<file path="src/hdl/gvg_pkg.sv">
// Package for the grid vertex generator: widths, register codes, CORDIC table,
// saturation helpers. No dependencies.
package gvg_pkg;

	localparam int MAX_GRID_DEF      = 256;
	localparam int CORDIC_STAGES_DEF = 16;
	localparam int ATAN_ENTRIES      = 24;

	// Working widths, sized for grids of up to 256 by 256 vertices
	localparam int DIM_W  = 12;
	localparam int LIN_NW = 29;
	localparam int LIN_QW = 17;
	localparam int SPH_NW = 41;
	localparam int SPH_QW = 33;
	localparam int CORD_W = 31;
	localparam int ANG_W  = 33;

	localparam logic signed [CORD_W-1:0] CORDIC_GAIN = 31'sd163008219;

	// Arctangent of 2^-k in units of 2^-32 turn
	localparam logic [31:0] ATAN_TURNS [ATAN_ENTRIES] = '{
		32'h20000000, 32'h12E4051E, 32'h09FB385B, 32'h051111D4, 32'h028B0D43,
		32'h0145D7E1, 32'h00A2F61E, 32'h00517C55, 32'h0028BE53, 32'h00145F2F,
		32'h000A2F98, 32'h000517CC, 32'h00028BE6, 32'h000145F3, 32'h0000A2F9,
		32'h0000517C, 32'h000028BE, 32'h0000145F, 32'h00000A2F, 32'h00000517,
		32'h0000028B, 32'h00000145, 32'h000000A2, 32'h00000051
	};

	typedef enum logic [2:0] {
		REG_SPHERE_MODE = 3'd0,
		REG_GRID_COLS   = 3'd1,
		REG_GRID_ROWS   = 3'd2,
		REG_SCALE_X     = 3'd3,
		REG_SCALE_Y     = 3'd4,
		REG_TEX_SCALE_U = 3'd5,
		REG_TEX_SCALE_V = 3'd6,
		REG_FLIP_DIR    = 3'd7
	} reg_idx_t;

	typedef struct packed {
		logic signed [15:0] pos_x;
		logic signed [15:0] pos_y;
		logic signed [15:0] pos_z;
		logic signed [15:0] norm_x;
		logic signed [15:0] norm_y;
		logic signed [15:0] norm_z;
		logic signed [15:0] tex_u;
		logic signed [15:0] tex_v;
	} vertex_t;

	typedef struct packed {
		logic signed [LIN_QW:0] tu;
		logic signed [LIN_QW:0] px;
		logic signed [LIN_QW:0] py;
		logic signed [LIN_QW:0] tv;
	} lin_t;

	function automatic logic signed [15:0] sat16(input logic signed [63:0] v);
		if (v > 64'sd32767) begin
			return 16'sh7FFF;
		end else if (v < -64'sd32768) begin
			return 16'sh8000;
		end
		return v[15:0];
	endfunction

	function automatic logic signed [15:0] clamp_q14(input logic signed [31:0] v);
		if (v > 32'sd16384) begin
			return 16'sd16384;
		end else if (v < -32'sd16384) begin
			return -16'sd16384;
		end
		return v[15:0];
	endfunction

endpackage

</file>
<file path="src/hdl/gvg_cordic_cell.sv">
// One rotation-mode CORDIC micro-rotation with a fixed shift.
// Depends on gvg_pkg for widths and the arctangent table.
module gvg_cordic_cell #(
	parameter int K = 0
) (
	input  logic                              clk,
	input  logic                              en,
	input  logic signed [gvg_pkg::CORD_W-1:0] x_i,
	input  logic signed [gvg_pkg::CORD_W-1:0] y_i,
	input  logic signed [gvg_pkg::ANG_W-1:0]  z_i,
	input  logic                              neg_i,
	output logic signed [gvg_pkg::CORD_W-1:0] x_o,
	output logic signed [gvg_pkg::CORD_W-1:0] y_o,
	output logic signed [gvg_pkg::ANG_W-1:0]  z_o,
	output logic                              neg_o
);

	localparam logic signed [gvg_pkg::ANG_W-1:0] ATAN_K =
		$signed(gvg_pkg::ANG_W'(gvg_pkg::ATAN_TURNS[K]));

	logic signed [gvg_pkg::CORD_W-1:0] x_q;
	logic signed [gvg_pkg::CORD_W-1:0] y_q;
	logic signed [gvg_pkg::ANG_W-1:0]  z_q;
	logic                              neg_q;

	// Rotate toward zero residual angle
	always_ff @(posedge clk) begin
		if (en) begin
			if (!z_i[gvg_pkg::ANG_W-1]) begin
				x_q <= x_i - (y_i >>> K);
				y_q <= y_i + (x_i >>> K);
				z_q <= z_i - ATAN_K;
			end else begin
				x_q <= x_i + (y_i >>> K);
				y_q <= y_i - (x_i >>> K);
				z_q <= z_i + ATAN_K;
			end
			neg_q <= neg_i;
		end
	end

	assign x_o   = x_q;
	assign y_o   = y_q;
	assign z_o   = z_q;
	assign neg_o = neg_q;

endmodule

</file>
<file path="src/hdl/gvg_cordic.sv">
// Sine and cosine of a binary angle through a chain of gvg_cordic_cell.
// Depends on gvg_pkg and gvg_cordic_cell.
module gvg_cordic #(
	parameter int STAGES = 16
) (
	input  logic               clk,
	input  logic               en,
	input  logic [31:0]        phase,
	output logic signed [15:0] cos_o,
	output logic signed [15:0] sin_o
);

	logic signed [gvg_pkg::CORD_W-1:0] x_c [STAGES+1];
	logic signed [gvg_pkg::CORD_W-1:0] y_c [STAGES+1];
	logic signed [gvg_pkg::ANG_W-1:0]  z_c [STAGES+1];
	logic                              neg_c [STAGES+1];
	logic [31:0]                       quarter_sum;
	logic [31:0]                       folded;
	logic signed [gvg_pkg::CORD_W-1:0] x_rnd;
	logic signed [gvg_pkg::CORD_W-1:0] y_rnd;
	logic signed [15:0]                c_mag;
	logic signed [15:0]                s_mag;

	// Fold the angle into the right half-plane, remember the negation
	always_comb begin
		quarter_sum = phase + 32'h4000_0000;
		folded      = quarter_sum[31] ? phase + 32'h8000_0000 : phase;
		x_c[0]      = gvg_pkg::CORDIC_GAIN;
		y_c[0]      = '0;
		z_c[0]      = gvg_pkg::ANG_W'($signed(folded));
		neg_c[0]    = quarter_sum[31];
	end

	for (genvar k = 0; k < STAGES; k++) begin : g_cell
		gvg_cordic_cell #(.K(k)) u_cell (
			.clk   (clk),
			.en    (en),
			.x_i   (x_c[k]),
			.y_i   (y_c[k]),
			.z_i   (z_c[k]),
			.neg_i (neg_c[k]),
			.x_o   (x_c[k+1]),
			.y_o   (y_c[k+1]),
			.z_o   (z_c[k+1]),
			.neg_o (neg_c[k+1])
		);
	end

	// Round to Q1.14, clamp, undo the fold
	always_comb begin
		x_rnd = (x_c[STAGES] + 31'sd8192) >>> 14;
		y_rnd = (y_c[STAGES] + 31'sd8192) >>> 14;
		c_mag = gvg_pkg::clamp_q14(32'(x_rnd));
		s_mag = gvg_pkg::clamp_q14(32'(y_rnd));
		cos_o = neg_c[STAGES] ? -c_mag : c_mag;
		sin_o = neg_c[STAGES] ? -s_mag : s_mag;
	end

	// The residual angle leaves the last cell unused
	logic unused_z;
	assign unused_z = ^z_c[STAGES];

endmodule

</file>
<file path="config.mk">
export PLATFORM = sky130hd
export DESIGN_NAME = gvg_cordic
export DESIGN_NICKNAME = d
export VERILOG_FILES = /design/src/hdl/gvg_pkg.sv /design/src/hdl/gvg_cordic_cell.sv /design/src/hdl/gvg_cordic.sv
export SDC_FILE = /design/constraint.sdc
export NUM_CORES = 2
export LEC_CHECK = 0
export ABC_AREA = 1
export BUFFER_PORTS_ARGS = -buffer_cell sky130_fd_sc_hd__buf_2
export CORE_UTILIZATION = 50
export CTS_CLUSTER_DIAMETER = 150
export DETAILED_ROUTE_END_ITERATION = 7
export GPL_TIMING_DRIVEN = 0
export PLACE_DENSITY = 0.65
export SLEW_MARGIN = 20
export SYNTH_ARGS = -nofsm -noshare
export SYNTH_HDL_FRONTEND = slang
export SYNTH_SLANG_ARGS = --single-unit
export TNS_END_PERCENT = 50
</file>
<file path="constraint.sdc">
create_clock -name clk -period 5.3 [get_ports clk]
set_clock_uncertainty 0.15 [all_clocks]
set_input_delay 1.06 -clock clk [delete_from_list [all_inputs] [get_ports clk]]
set_output_delay 1.06 -clock clk [all_outputs]
set_load 0.02 [all_outputs]
</file>
==> run summary <==
The flow ran to the end, but the final reports show violations. The final reports fail on DRC. The netlist uses 68 different library cells. For this configuration, the core starts out at a cell density of 50.3%.

TritonCTS built the clock tree. Counting the fill cells in the layout gives 22411. The first global-routing pass estimated 502 mm of wire. After layout, the minimum clock period comes to 5.05 ns. The async set-reset flop share out of synthesis is 0%, and the post-detailed-routing wire length is 316 mm. For the worst setup path, the data required time is 4.09 ns. Detailed routing inserted a total of 99325 vias.

With fillers left out, the area of the finished cells amounts to 0.131 mm^2. The detail route stage leaves a number of antenna-violating nets equal to 0. In this run the worst path has a maximum fanout of 10. STA classifies the critical path endpoint as a primary output. Global routing used 25.7% of the available tracks.

The end point of the worst hold path was g_cell[0].u_cell.z_o[1]. The run gives 0 as the number of pins exceeding their max-slew limit in the final report. The worst register-to-register path begins at g_cell[3].u_cell.z_o[32]. The ratio of cells with drive above 1 in the final layout is 3.44%. Setup repair after global routing could not meet its margin everywhere. For this run, global-route usage on met2 was measured as 41.8%.

The number of antenna violations at the first check in global routing was 6. The min-delay analysis places its worst path in the category input port to flip-flop. The average wire per standard cell was 17.3 um; the number of cells on the worst reg-to-reg path was 16. The most used flip-flop cell after synthesis is sky130_fd_sc_hd__edfxtp_1.

The run gives 0.944 as the placer congestion estimate. Compared with the post-synthesis result, the final layout area differs by 8.98%. The tightest hold path in the finished design has a slack of 0.251 ns. In this run, post-CTS hold repair placed 0 buffers. The number of buffers inserted during clock tree synthesis is 162, and the total die area is 0.242 mm^2. The synthesis warning total is 0. The area of the core region was 0.238 mm^2; the clock-pin slew on the worst setup and hold paths was 0.06 ns.

The final HPWL from detailed placement is 258 mm, and the number of search-and-repair iterations in the first detailed-routing pass is 8. For the pin with the worst max-slew slack, the measured transition is 1.03 ns. Final layout net count: 16330. Summed instance area of the synthesized netlist: 0.120 mm^2. The synthesized design contains 1367 enable-type register cells. Max-cap violations in this run came to 0. The critical path is of the flip-flop to primary output type. For the worst setup path, the data arrival time is 3.84 ns. Global routing consumed, on the met3 layer, 3.11% of the routing resources. The tree built by TritonCTS fans out to 1367 sinks.

The fraction of synthesized cell area in xor and xnor cells came out at 12.4%. In this run the critical register-to-register path is captured at g_cell[4].u_cell.y_o[22]. The number of I/O pins came out at 66. Summed over all layers, the global routing overflow is 0. The logs give 34.3% for the part of the Yosys area used for sequential elements and 179 for the number of cell rows. In the finished design, the share of the clock period the worst path needs comes to 95.3%.

The number of design-rule violations left by the first detailed-router iteration is 7770, and the quantity of I/O buffers inserted on ports is 65. Synthesis produced a netlist with a net count of 16067. In the synthesized netlist, mux cells make up 0% of the area. The total DRC errors in the routed layout was 7; the basic-gate share of the synthesized area counting and, or, nand and nor cells was 17.2%. Summing the areas of all fa, ha and maj instances in the mapped netlist gives 14.3% of the synthesized area.

Dividing the detail-routed via count by the number of cells gives 5.44. Setup violations remaining at the end of the flow were counted as 0. met2 is the most crowded layer.

Each instance of the synthesized netlist takes up on average 8.16 um^2. By area, the combinational part of the netlist is dominated by simple AND/OR/NAND/NOR gates. Entering global routing, the biggest net connects 153 pins. The logs give 14688 for the cell count after synthesis and 93464 for the number of global-route vias before repair.

The hold path depth is 1. Counting along the longest clock path gives a buffer depth of 3. The hold path startpoint is phase[1].

Tracing the worst setup path back leads to its startpoint at g_cell[15].u_cell.y_o[13]. The tools report the register-to-register path setup slack as 0.26 ns. The global routing usage on met1 is 35.9%. Type of origin of the critical path: a flip-flop. Fraction of the core area covered by cells at the end of the flow: 54.8%. The number of hold violations in the final report came out at 0.

The height of the die was 492 um. The placed instances occupy a cell area of 0.125 mm^2. For this run, the top clock speed supported by timing is 0.198 GHz.

Clock latency on the worst-skew pair, taken at its later pin, is 0.83 ns. The overall die width was 492 um. For the deepest level of the CTS H-tree, the log shows 4. The synthesized netlist devotes 15.3% of its cell area to compound gates.

After synthesis the netlist holds a flip-flop and latch count of 1367. In this run the tightest slew margin relative to its limit is 31.6%. The tools report the library cell used as clock root buffer as sky130_fd_sc_hd__clkbuf_16.
## worst max-delay path: stages, from the launching register on
cell and delay, ns:
sky130_fd_sc_hd__edfxtp_1 0.43, sky130_fd_sc_hd__ha_4 0.18, sky130_fd_sc_hd__nand3_4 0.10, sky130_fd_sc_hd__nor2_4 0.18, sky130_fd_sc_hd__nand3_1 0.11, sky130_fd_sc_hd__nor2_1 0.15
sky130_fd_sc_hd__xor2_1 0.20, sky130_fd_sc_hd__nor2_1 0.09, sky130_fd_sc_hd__nand2_1 0.07, sky130_fd_sc_hd__nand2_1 0.10, sky130_fd_sc_hd__buf_6 0.16, sky130_fd_sc_hd__buf_6 0.14
sky130_fd_sc_hd__nand2_1 0.08, sky130_fd_sc_hd__ha_2 0.19, sky130_fd_sc_hd__nand2_2 0.09, sky130_fd_sc_hd__o21ai_4 0.24, sky130_fd_sc_hd__nand2_2 0.09, sky130_fd_sc_hd__xnor2_2 0.22
sky130_fd_sc_hd__buf_4 0.18
## placed cells by master (no fill, tap or decap), types with 319 or more instances in the layout
cell type and count:
sky130_fd_sc_hd__xor2_1 1084, sky130_fd_sc_hd__nand3_1 446, sky130_fd_sc_hd__edfxtp_1 1367, sky130_fd_sc_hd__nand2_1 2637, sky130_fd_sc_hd__inv_1 1938, sky130_fd_sc_hd__xnor2_1 603
sky130_fd_sc_hd__a21oi_1 1460, sky130_fd_sc_hd__ha_1 1300, sky130_fd_sc_hd__nor3_1 319, sky130_fd_sc_hd__nor2_1 1253, sky130_fd_sc_hd__o21ai_0 737
## timing repair
action / 4_1_cts / 5_1_grt
gates cloned: 0 / 1
setup endpoints to repair: 99 / 119
gates resized for setup: 19 / 69
pin swaps: 0 / 9
setup buffers: 5 / 10
## registers in the layout (all words and copies together) (netlist names)
signal / cells
g_cell.u_cell.y_o: 453
g_cell.u_cell.z_o: 462
g_cell.u_cell.neg_o: 16
g_cell.u_cell.x_o: 436
## cell families after synthesis
logic type	count (synthesis)
xor+xnor	1692
compound gates	3215
simple gates	5000
flops	1367
buf+inv	2068
other cells	1
fa+ha+maj	1345
## worst max-delay path by stage
stage	end	slack [ns]	depth (start not counted)
finish	sin_o[8]	0.25	18
global route	g_cell[14].u_cell.y_o[24]	-0.05	16
CTS	cos_o[8]	-0.008	22
global placement	g_cell[13].u_cell.z_o[0]	-18.92	1
floorplan	g_cell[9].u_cell.x_o[28]	1.02	18
detailed placement	g_cell[6].u_cell.x_o[23]	-0.48	16
## Yosys cell counts, types with 24 or more instances
cell / number / area (um^2)
sky130_fd_sc_hd__fa_1: 41 / 821
sky130_fd_sc_hd__xor2_1: 1085 / 9500
sky130_fd_sc_hd__o21ai_1: 65 / 325
sky130_fd_sc_hd__xnor2_1: 604 / 5290
sky130_fd_sc_hd__o41ai_1: 24 / 210
sky130_fd_sc_hd__o21ai_0: 742 / 3710
sky130_fd_sc_hd__a21boi_0: 157 / 1180
sky130_fd_sc_hd__a31oi_1: 286 / 1790
sky130_fd_sc_hd__nand2_1: 2641 / 9910
sky130_fd_sc_hd__o31ai_1: 53 / 398
sky130_fd_sc_hd__nor3_1: 322 / 1610
sky130_fd_sc_hd__or2_2: 53 / 332
sky130_fd_sc_hd__inv_1: 1940 / 7280
sky130_fd_sc_hd__edfxtp_1: 1367 / 41000
sky130_fd_sc_hd__a221oi_1: 36 / 315
sky130_fd_sc_hd__ha_1: 1304 / 16300
sky130_fd_sc_hd__a21oi_1: 1460 / 7310
sky130_fd_sc_hd__nand4_1: 141 / 882
sky130_fd_sc_hd__o21a_1: 96 / 721
sky130_fd_sc_hd__nor4_1: 60 / 375
sky130_fd_sc_hd__clkbuf_1: 100 / 375
sky130_fd_sc_hd__nor2_1: 1259 / 4730
sky130_fd_sc_hd__o21bai_1: 66 / 495
sky130_fd_sc_hd__o211ai_1: 36 / 270
sky130_fd_sc_hd__a21o_1: 100 / 751
sky130_fd_sc_hd__nand3_1: 449 / 2250
## cell type report
type,instances,area [um^2],share of cell area (%)
plain buffers,116,522,0.400
multi-input cells,11254,71200,54.5
clock inverters,108,1380,1.06
flip-flops and latches,1367,41000,31.4
well taps,3167,3960,3.03
clock buffers,190,4160,3.19
inverters,1950,7330,5.61
diodes,2,5.00,0.00383
repair buffers,100,968,0.742
## routing by layer
layer | wire length [um] | part of all wire [%]
met5 | 0 | 0
met4 | 8630 | 2.7
met3 | 18000 | 5.7
met2 | 141000 | 45
met1 | 148000 | 47
## through the flow
step	std cells	worst slack, ns	setup TNS [ns]
after floorplan	14688	1.02	0
after global placement	17920	-18.92	-
after detailed placement	17940	-0.483	-14.21
after CTS	18243	-0.00771	-0.00771
after global routing	18254	-0.0481	-0.127
final	18254	0.248	0
Power is left out: the tool's default activity adds up to more than one toggle a clock period on the data nets, which glitch-free logic cannot reach.
