`src/hdl/gvg_div_cell.sv`:
```
// One restoring-division cell: produces one quotient bit per item.
// Used by gvg_div; no package dependency.
module gvg_div_cell #(
	parameter int DW = 12,
	parameter int QW = 17
) (
	input  logic          clk,
	input  logic          en,
	input  logic [DW-1:0] den,
	input  logic [DW-1:0] rem_i,
	input  logic [QW-1:0] acc_i,
	input  logic          neg_i,
	output logic [DW-1:0] rem_o,
	output logic [QW-1:0] acc_o,
	output logic          neg_o
);

	logic [DW-1:0] rem_q;
	logic [QW-1:0] acc_q;
	logic          neg_q;
	logic [DW:0]   trial;
	logic [DW:0]   diff;
	logic          fits;

	// Bring down the next numerator bit and try the subtract
	always_comb begin
		trial = {rem_i, acc_i[QW-1]};
		diff  = trial - {1'b0, den};
		fits  = (trial >= {1'b0, den});
	end

	// Hand the partial remainder and quotient to the next cell
	always_ff @(posedge clk) begin
		if (en) begin
			rem_q <= fits ? diff[DW-1:0] : trial[DW-1:0];
			acc_q <= {acc_i[QW-2:0], fits};
			neg_q <= neg_i;
		end
	end

	assign rem_o = rem_q;
	assign acc_o = acc_q;
	assign neg_o = neg_q;

endmodule

```
`src/hdl/gvg_div.sv`:
```
// Pipelined floor divider built from a chain of gvg_div_cell, one bit per cell.
// Depends on gvg_div_cell. Divisor must be stable while items are in flight.
module gvg_div #(
	parameter int NW = 29,
	parameter int DW = 12,
	parameter int QW = 17
) (
	input  logic                 clk,
	input  logic                 en,
	input  logic signed [NW-1:0] num,
	input  logic        [DW-1:0] den,
	output logic signed [QW:0]   quo
);

	logic [NW-1:0]    mag;
	logic [NW+DW-1:0] mag_ext;
	logic [DW-1:0]    rem_c [QW+1];
	logic [QW-1:0]    acc_c [QW+1];
	logic             neg_c [QW+1];
	logic signed [QW:0] q_pos;

	// Split into sign and magnitude; high bits seed the remainder
	always_comb begin
		mag      = num[NW-1] ? -num : num;
		mag_ext  = {{DW{1'b0}}, mag};
		rem_c[0] = mag_ext[QW +: DW];
		acc_c[0] = mag[QW-1:0];
		neg_c[0] = num[NW-1];
	end

	for (genvar k = 0; k < QW; k++) begin : g_cell
		gvg_div_cell #(.DW(DW), .QW(QW)) u_cell (
			.clk   (clk),
			.en    (en),
			.den   (den),
			.rem_i (rem_c[k]),
			.acc_i (acc_c[k]),
			.neg_i (neg_c[k]),
			.rem_o (rem_c[k+1]),
			.acc_o (acc_c[k+1]),
			.neg_o (neg_c[k+1])
		);
	end

	// Round toward minus infinity for negative numerators
	always_comb begin
		q_pos = $signed({1'b0, acc_c[QW]});
		if (!neg_c[QW]) begin
			quo = q_pos;
		end else if (rem_c[QW] != '0) begin
			quo = ~q_pos;
		end else begin
			quo = -q_pos;
		end
	end

endmodule

```
`config.mk`:
```
export PLATFORM = sky130hd
export DESIGN_NAME = gvg_div
export DESIGN_NICKNAME = d
export VERILOG_FILES = /design/src/hdl/gvg_div_cell.sv /design/src/hdl/gvg_div.sv
export SDC_FILE = /design/constraint.sdc
export NUM_CORES = 1
export LEC_CHECK = 0
export BUFFER_PORTS_ARGS = -buffer_cell sky130_fd_sc_hd__buf_2
export CORE_AREA = 5 5 477 244
export DETAILED_ROUTE_END_ITERATION = 12
export DIE_AREA = 0 0 482 249
export PLACE_DENSITY = 0.35
export SLEW_MARGIN = 20
export SYNTH_ARGS = -nofsm -noshare
export SYNTH_HDL_FRONTEND = slang
export SYNTH_SLANG_ARGS = --single-unit
```
`constraint.sdc`:
```
create_clock -name clk -period 4.7 [get_ports clk]
set_clock_uncertainty 0.1 [all_clocks]
set_input_delay 0.235 -clock clk [delete_from_list [all_inputs] [get_ports clk]]
set_output_delay 0.235 -clock clk [all_outputs]
set_load 0.01 [all_outputs]
```
==> run summary, run 1 <==
MaxCap Viol Count: 0
Arr. time, crit path: 4620 ps
Cell count after synthesis: 2100
Pwr/cell area: 635 nW/um^2
Top cell type's share of synthesized area: 55.4%
Final period utilization: 92.4%
Via Count: 17600
TNS Setup: 0 ps
Largest family of logic cells by synthesized area: compound AO/OA/AOI/OAI gates
Clk root buf: clkbuf_16
Post-synthesis xor/xnor area fraction: 5.51%
Clk buf depth: 3
Residual DRC: 0
Pre-antenna DRT Iters: 5
Synth Net Count: 2366
Final setup vio count: 0
Simple logic cell fraction of the synthesized area: 9.06%
Synth Warn #: 0
Sequential power share: 36.2%
Clock sink total: 510
Power share of the combinational group: 41.8%
All-Layer GR Usage: 12.6%
Area Growth Syn to Fin: 16.3%
RSZ-0062 raised after global routing: false
Critical path's slowest cell: dlygate4sd3_1
Synth unique cells: 59
Ys flop type: edfxtp_1
Slew headroom: 35.6%
Clock latency on the worst-skew pair: 630 ps
Die Area: 120000 um^2
Data required time of the critical path: 4980 ps
Sw Ratio: 35.4%
Final slew viol count: 0
Post-synthesis mux area share: 6.99%
Status: finished with violations
Port bufs: 60
Row count: 87
Antenna-violating nets left: 0
Nets@finish: 2523
Final min period: 4340 ps
Failing checks: negative hold slack
Synth Area in Compound Gates: 10.9%
Fraction of layout cells with a size suffix above 1: 15.6%
Via-per-instance ratio: 4.61
Clock transition at path regs: 70 ps
Overall Power: 20.4 mW
Post-placement cell count: 3695
Crit path capture type: flip-flop
Switch Pwr: 7.22 mW
Count of non-filler cells in the finished layout: 3812
F_max: 0.230 GHz
Die Height: 249 um
Initial DRC Count: 1391
CP bufs+invs: 4
H-tree levels: 2
Die width: 482 um
Pint: 13.2 mW
Vias in the first global route: 16900
First-pass GRT wire length: 114000 um
Yosys reg bits: 510
I/O pin total: 61
Synth area leaders: edfxtp_1, ha_1, mux2_2, xnor2_1, a21oi_1
Gpl congestion: 0.806
Slew @ Worst Pin: 966 ps
Core box area: 112000 um^2
Largest net degree at the start of global routing: 116
Hold Fails Final Rpt: 2
Sequential-to-total area share from yosys stat: 55.4%
Number of synthesized flops with an enable pin: 510
Crit path max fanout: 12
Mean Syn Cell Area: 13.2 um^2
Asr flop ratio synth: 0%
CP max stage delay: 530 ps
Post-Synth Adder-Cell Area: 10.6%
Setup bufs post-CTS: 0
Top cell type by total area after synthesis: edfxtp_1
Residual overflow from global routing: 0
WL/cell: 20.2 um
Initial antenna violation count: 5
CTS tree: done
Hold Worst Slack: -10.9 ps
Clock buffer count from CTS: 51
VDD IR-drop max: 0.280 mV
CP cell instances: dlygate4sd3_1 -> buf_2 -> inv_1 -> ha_1 -> nor3b_2 -> nand4_1 -> buf_4 -> or4_4 -> o21ai_0 -> xnor2_1 -> ha_1 -> a21oi_1 -> o21ai_0 -> o31a_1 -> a21o_2 -> mux2_1
Clock Power Share: 21.9%
Synthesized area: 27600 um^2
Crit path kind: in2reg
Routed WL: 77000 um
Leakage power: 11.6 nW
Worst path top cell family by delay: compound AO/OA/AOI/OAI gates
Min-delay worst type: in2reg
Initial Utilization: 24.8%
Post-DP HPWL: 54600 um
CP Launch Type: primary input
## sequential cells by signal, indices dropped and copies added, names as in the netlist
name / count
g_cell.u_cell.acc_o: 289
g_cell.u_cell.rem_o: 204
g_cell.u_cell.neg_o: 17
## power groups by stage
| stage | logic, mW | clock network, mW | registers [mW] |
|---|---|---|---|
| after floorplan | 6.31 | 0 | 7.06 |
| after global placement | 8.42 | 0 | 7.50 |
| after detailed placement | 8.43 | 0 | 7.47 |
| after CTS | 8.52 | 4.68 | 7.40 |
| after global routing | 9.48 | 4.86 | 7.51 |
| final | 8.54 | 4.48 | 7.40 |
## synthesized netlist by cell type, drive strengths merged (11+ instances only)
cell	instances
a211oi	23
a21o	24
a21oi	107
a31oi	38
and3	17
clkbuf	16
edfxtp	510
fa	17
ha	206
inv	86
mux2	144
mux2i	31
nand2	82
nand2b	12
nand3	26
nand3b	27
nand4	40
nand4b	11
nor2	88
nor2b	35
nor3	31
o2111ai	24
o211ai	12
o21a	39
o21ai	111
o31a	20
o31ai	23
or2	15
or4	13
or4b	11
xnor2	127
xor2	47
## layer usage
metal	vias up	wire length, um	global-route usage [%]	part of all wire, %
met5	-	13	0	0.017
met4	2	1070	2.10	1.4
met3	74	4020	2.57	5.2
met2	374	25400	14.4	33
met1	8559	46400	22.5	60
li1	8565	-	-	-
## cells in the final DEF (no fill, tap or decap), types with 9 or more instances in the layout
master / instances
a211oi_1: 23
a21o_1: 23
a21oi_1: 107
a31oi_1: 38
and3_1: 17
buf_2: 59
buf_4: 40
bufinv_16: 9
clkbuf_1: 9
clkbuf_16: 53
clkinv_1: 11
dlygate4sd3_1: 22
edfxtp_1: 510
fa_1: 17
ha_1: 206
inv_1: 84
mux2_2: 136
mux2i_1: 31
nand2_1: 82
nand2b_1: 12
nand3_1: 26
nand3b_1: 27
nand4_1: 39
nand4b_1: 11
nor2_1: 88
nor2b_1: 35
nor3_1: 31
o2111ai_1: 24
o211ai_1: 12
o21a_1: 39
o21ai_0: 103
o31a_1: 20
o31ai_1: 22
or2_2: 15
or3_1: 10
or4b_2: 11
xnor2_1: 127
xor2_1: 47
## final cells by class
cell class	count	area [um^2]
fill	11300	79400
sequential	510	15300
multi-input combinational	1480	11900
tap	1513	1890
clock buffer	62	1360
timing repair buffer	128	951
clock inverter	31	407
inverter	86	323
antenna	2	5.00
## through the flow
stage                     worst slack [ps]  util [%]  instance area (um^2)
after global placement                 115      27.0                 30200
after detailed placement              71.6      27.0                 30200
after CTS                              194      28.8                 32100
after floorplan                        850         -                 27600
after global routing                  93.3      28.8                 32100
final                                  357      28.8                 32200
## path summary, 6_finish.rpt
path / to / depth (start not counted) / from / slack [ps]
worst min register to register: g_cell[5].u_cell.acc_o[11] / 0 / g_cell[4].u_cell.acc_o[10] / 300
worst min-delay path: g_cell[10].u_cell.rem_o[0] / 1 / en / -10
worst max register to register: g_cell[14].u_cell.rem_o[7] / 10 / g_cell[13].u_cell.acc_o[16] / 1470
worst max-delay path: g_cell[0].u_cell.rem_o[6] / 16 / num[1] / 360
## kinds of logic (layout without fill, tap and decap cells)
family,count (synthesis),in the layout
buf+inv,110,307
compound gates,460,460
other cells,0,2
flops,510,510
fa+ha+maj,223,223
simple gates,448,448
mux,175,175
xor+xnor,174,174
## repair_timing
item | CTS | global route
hold endpoints to repair | 21 | 0
endpoints found under the setup margin | 0 | 10
resized for setup | 0 | 2
hold buffers | 22 | 0
Power figures use the tool's default switching activity.
==> run 2: changes to the inputs <==
--- a/config.mk
+++ b/config.mk
@@ -6,10 +6,10 @@
 export NUM_CORES = 1
 export LEC_CHECK = 0
 export BUFFER_PORTS_ARGS = -buffer_cell sky130_fd_sc_hd__buf_2
-export CORE_AREA = 5 5 477 244
+export CORE_AREA = 5 5 219 221
 export DETAILED_ROUTE_END_ITERATION = 12
-export DIE_AREA = 0 0 482 249
-export PLACE_DENSITY = 0.35
+export DIE_AREA = 0 0 224 226
+export PLACE_DENSITY = 0.74
 export SLEW_MARGIN = 20
 export SYNTH_ARGS = -nofsm -noshare
 export SYNTH_HDL_FRONTEND = slang
==> run 2 against run 1 <==
  * The flow now finishes without violations
  * Cell area shrank 3.8%
  * Critical path type unchanged
  * Critical endpoint is now g_cell[0].u_cell.rem_o[10]
  * Clock power fell by 3%
  * Global-route usage up 9.6 points
  * Sequential cell count stayed put
  * Largest cell class unchanged
  * Maximum frequency up 0.76%
==> run summary, run 2 (synthesis results as in run 1) <==
Status: complete, no violations
Filler cell count: 3303
Antenna-violating nets left: 0
Clock sink total: 510
Area Growth Syn to Fin: 11.9%
Pre-CTS setup slack: 259 ps
Clk root buf: clkbuf_16
Clk buf depth: 3
Worst r2r path cells: 9
WL/cell: 19.4 um
Util after Layout: 67.3%
Row count: 79
Initial antenna violation count: 0
H-tree levels: 2
I/O pin total: 61
Gpl congestion: 0.872
Largest register FFs: 289
Port bufs: 60
Min-delay worst type: in2reg
Post-DP HPWL: 38500 um
Via Count: 17600
Pwr/cell area: 636 nW/um^2
Final period utilization: 91.7%
TNS Setup: 0 ps
Final worst-path setup slack: 390 ps
Die Area: 50600 um^2
Clock transition at path regs: 70 ps
Count of non-filler cells in the finished layout: 2897
Crit path kind: in2reg
Vias in the first global route: 17600
Die width: 224 um
Crit path max fanout: 4
Final slew viol count: 0
Die Height: 226 um
Via-per-instance ratio: 6.08
CP cell instances: dlygate4sd3_1 -> buf_2 -> inv_1 -> ha_1 -> nor3b_2 -> nand4_1 -> o41ai_1 -> xor2_1 -> ha_1 -> inv_1 -> fa_1 -> a211oi_1 -> nor2_1 -> o31a_1 -> or4_1 -> a31oi_1 -> xnor2_1 -> mux2_2
Leakage power: 11.6 nW
Pre-antenna DRT Iters: 5
Fraction of layout cells with a size suffix above 1: 15.6%
Most frequent cells in the layout: edfxtp_1, ha_1, mux2_2, xnor2_1, a21oi_1
Slew @ Worst Pin: 1100 ps
Critical path's slowest cell: dlygate4sd3_1
Most common cell after layout, fill and taps aside: edfxtp_1
Clock buffer count from CTS: 54
Clock latency on the worst-skew pair: 610 ps
CP max stage delay: 530 ps
Arr. time, crit path: 4570 ps
VDD IR-drop max: 0.429 mV
Final min period: 4310 ps
F_max: 0.232 GHz
Post-placement cell count: 2778
Hold path depth: 1
RSZ-0062 raised after global routing: false
MaxCap Viol Count: 0
Residual DRC: 0
Residual overflow from global routing: 0
Final setup vio count: 0
Initial Utilization: 60.1%
Core box area: 46000 um^2
Routed WL: 56200 um
Nets@finish: 2513
Slew headroom: 26.8%
Data required time of the critical path: 4960 ps
Initial DRC Count: 1259
Overall Power: 19.7 mW
Largest net degree at the start of global routing: 123
First-pass GRT wire length: 90300 um
# diodes: 0
Crit path capture type: flip-flop
CTS tree: done
Setup bufs post-CTS: 0
CP Launch Type: primary input
Hold Fails Final Rpt: 0
All-Layer GR Usage: 22.2%
-- run 2: cell count changes in the layout (fill, tap and decap cells not counted), moves of 3 or more --
cell,delta
clkinv_1,-4
clkinv_2,+3
inv_6,+6
dlygate4sd3_1,-3
buf_4,-7
buf_12,-3
-- run 2: final cells by class --
class / instances / area [um^2] / area share, %
clock buffers: 62 / 1380 / 4.47
multi-input cells: 1480 / 11900 / 38.5
repair buffers: 115 / 808 / 2.61
clock inverters: 37 / 440 / 1.42
well taps: 607 / 759 / 2.46
inverters: 86 / 323 / 1.04
flip-flops and latches: 510 / 15300 / 49.5
-- run 2: final timing paths --
| check | startpoint | to | slack (ps) |
|---|---|---|---|
| setup / recovery | num[0] | g_cell[0].u_cell.rem_o[10] | 390 |
| hold / removal | num[28] | g_cell[0].u_cell.neg_o | 50 |
| setup reg to reg | g_cell[2].u_cell.rem_o[0] | g_cell[3].u_cell.rem_o[6] | 1230 |
| hold reg to reg | g_cell[5].u_cell.acc_o[2] | g_cell[6].u_cell.acc_o[3] | 300 |
-- run 2: timing repair --
action	4_1_cts	5_1_grt
hold endpoints to repair	15	0
gates resized for setup	0	1
endpoints found under the setup margin	0	10
hold buffers	19	0
-- run 2: power by group --
part | switching, mW | internal, mW
Combinational | 4.16 | 3.91
Clock | 1.82 | 2.53
Sequential | 0.553 | 6.68
-- run 2: metal layers --
layer	GRT usage (%)	routed length (um)
met1	27.9	23600
met2	39.7	28300
met3	3.13	2430
met4	7.37	1850
met5	0	0
-- run 2: critical path: cells and delay by family --
| family | cells | cell delay, ps |
|---|---|---|
| buffers and inverters | 4 | 860 |
| AOI/OAI and AO/OA | 4 | 1080 |
| and+or+nand+nor | 4 | 980 |
| adders and majority gates | 3 | 800 |
| muxes | 1 | 270 |
| xor gates and xnor gates | 2 | 330 |
-- run 2: metrics by stage --
stage	cell area, um^2	hold WS [ps]
floorplan	27600	234
global placement	28900	300
detailed placement	28900	305
CTS	30900	4.53
global route	30900	41.5
finish	30900	50.2
==> run 3: changes to the inputs <==
--- a/config.mk
+++ b/config.mk
@@ -10,7 +10,6 @@
 export DETAILED_ROUTE_END_ITERATION = 12
 export DIE_AREA = 0 0 224 226
 export PLACE_DENSITY = 0.74
-export SLEW_MARGIN = 20
 export SYNTH_ARGS = -nofsm -noshare
 export SYNTH_HDL_FRONTEND = slang
 export SYNTH_SLANG_ARGS = --single-unit
==> constraint.sdc (replaced) <==
create_clock -name clk -period 4.9 [get_ports clk]
set_clock_uncertainty 0.1 [all_clocks]
set_input_delay 0.245 -clock clk [delete_from_list [all_inputs] [get_ports clk]]
set_output_delay 0.245 -clock clk [all_outputs]
set_load 0.01 [all_outputs]
==> run 3 against run 2 <==
  * Setup slack better by 30 ps
  * Highest routed layer unchanged
  * Largest cell class unchanged
  * Global-route usage hardly changed
  * Via count hardly changed
  * Critical path type unchanged
==> run summary, run 3 (synthesis results as in run 1) <==
Largest register FFs: 289
H-tree levels: 2
VDD IR-drop max: 0.360 mV
CTS tree: done
Die Area: 50600 um^2
Clock buffer count from CTS: 54
MaxCap Viol Count: 0
Clock latency on the worst-skew pair: 620 ps
Clock sink total: 510
Leakage power: 11.5 nW
Largest net degree at the start of global routing: 124
Hold path depth: 2
Die width: 224 um
Final setup vio count: 0
CP Launch Type: primary input
I/O pin total: 61
All-Layer GR Usage: 22.1%
Slew headroom: 32.7%
Switch Pwr: 6.20 mW
Nets@finish: 2510
Clock Power Share: 22.1%
Reg2reg start: g_cell[6].u_cell.rem_o[0]
HP Start: num[3]
Crit path kind: in2reg
Clk root buf: clkbuf_16
Antenna-violating nets left: 0
Initial antenna violation count: 0
Arr. time, crit path: 4740 ps
Util after Layout: 67.3%
Pre-antenna DRT Iters: 5
Setup bufs post-CTS: 0
Residual DRC: 0
RSZ-0062 raised after global routing: false
Fraction of layout cells with a size suffix above 1: 15.6%
Crit path capture type: flip-flop
Initial DRC Count: 1161
Pwr/cell area: 609 nW/um^2
Power share of the combinational group: 40.8%
Most common cell after layout, fill and taps aside: edfxtp_1
Hold Fails Final Rpt: 0
Area Growth Syn to Fin: 11.9%
Pint: 12.6 mW
First-pass GRT wire length: 90000 um
# diodes: 0
Sequential power share: 37.0%
Clk buf depth: 3
Reg2Reg Setup Slack: 1830 ps
Residual overflow from global routing: 0
Min-delay worst type: in2reg
Post-CTS Resized: 0
Via Count: 17600
Die Height: 226 um
Most frequent cells in the layout: edfxtp_1, ha_1, mux2_2, xnor2_1, a21oi_1
Data required time of the critical path: 5160 ps
Sw Ratio: 32.9%
R2r endpoint: g_cell[7].u_cell.rem_o[2]
Hold Path End: g_cell[0].u_cell.acc_o[4]
Gpl congestion: 0.888
Core box area: 46000 um^2
Port bufs: 60
Final period utilization: 91.4%
Crit path max fanout: 4
Status: complete, no violations
Initial Utilization: 60.1%
Vias in the first global route: 17600
Worst r2r path cells: 9
WL/cell: 19.3 um
Final min period: 4480 ps
Routed WL: 56000 um
Clock transition at path regs: 60 ps
Row count: 79
Slew @ Worst Pin: 1010 ps
TNS Setup: 0 ps
Final slew viol count: 0
Post-DP HPWL: 39300 um
F_max: 0.223 GHz
Via-per-instance ratio: 6.09
==> run 3: changes by cell type in the layout (fill, tap and decap cells not counted), moves of 2 or more <==
cell,previous run,this run
buf_4,33,35
clkinv_16,0,2
clkbuf_1,8,10
clkinv_2,6,8
clkinvlp_4,4,6
inv_6,6,2
clkinv_4,4,1
clkinv_1,7,9
dlygate4sd3_1,19,14
==> run 3: cell type report <==
type	count	area, um^2
sequential	510	15300
fill	3225	15000
multi-input combinational	1480	11900
clock buffer	64	1390
timing repair buffer	112	773
tap	607	759
clock inverter	37	465
inverter	86	323
==> run 3: metal layers <==
metal  global-route usage, %  vias to the layer above  part of all wire (%)
li1                        -                     8531                     -
met1                    27.6                     8521                    41
met2                    39.0                      444                    50
met3                    3.57                      131                   4.7
met4                    8.70                        0                   4.0
met5                       0                        -                     0
==> run 3: repair_timing <==
action,CTS,global route
endpoints found under the hold margin,12,1
setup endpoints to repair,0,0
hold buffers,13,1
==> run 3: worst max-delay path: stages <==
cell and delay, ps:
dlygate4sd3_1 530, buf_2 170, inv_1 90, ha_1 190, nor3b_1 310, nand4_1 260, o41ai_1 400, xor2_1 260
ha_1 200, inv_1 50, fa_1 430, a211oi_1 240, nor2_1 110, o31a_1 290, or4_1 410, a31oi_1 210
xnor2_1 80, mux2_2 250
==> run 3: through the flow <==
| step | instances | worst slack [ps] | cell area, um^2 | hold slack [ps] | power (mW) |
|---|---|---|---|---|---|
| after floorplan | 2100 | 1040 | 27600 | 244 | 12.8 |
| after global placement | 2781 | 484 | 28900 | 300 | 14.3 |
| after detailed placement | 2781 | 374 | 28900 | 305 | 14.6 |
| after CTS | 2895 | 460 | 30900 | 8.99 | 18.9 |
| after global routing | 2896 | 153 | 30900 | 23.4 | 20.1 |
| final | 2896 | 420 | 30900 | 52.0 | 18.8 |
==> run 3: worst max-delay path by stage <==
stage,slack [ps],startpoint,cells past startpoint,to
after CTS,460,num[0],18,g_cell[0].u_cell.rem_o[10]
final,420,num[0],18,g_cell[0].u_cell.rem_o[10]
after detailed placement,370,num[0],17,g_cell[0].u_cell.rem_o[10]
after global routing,150,num[0],18,g_cell[0].u_cell.rem_o[10]
after global placement,480,num[0],14,g_cell[0].u_cell.rem_o[6]
after floorplan,1040,num[1],16,g_cell[0].u_cell.rem_o[10]
==> run 3: power by group through the flow <==
stage,combinational [mW],sequential [mW],clock (mW)
after floorplan,6.05,6.77,0
after global placement,7.28,7.03,0
after detailed placement,7.58,7.06,0
after CTS,7.65,6.98,4.28
after global routing,8.53,7.06,4.47
final,7.69,6.97,4.17
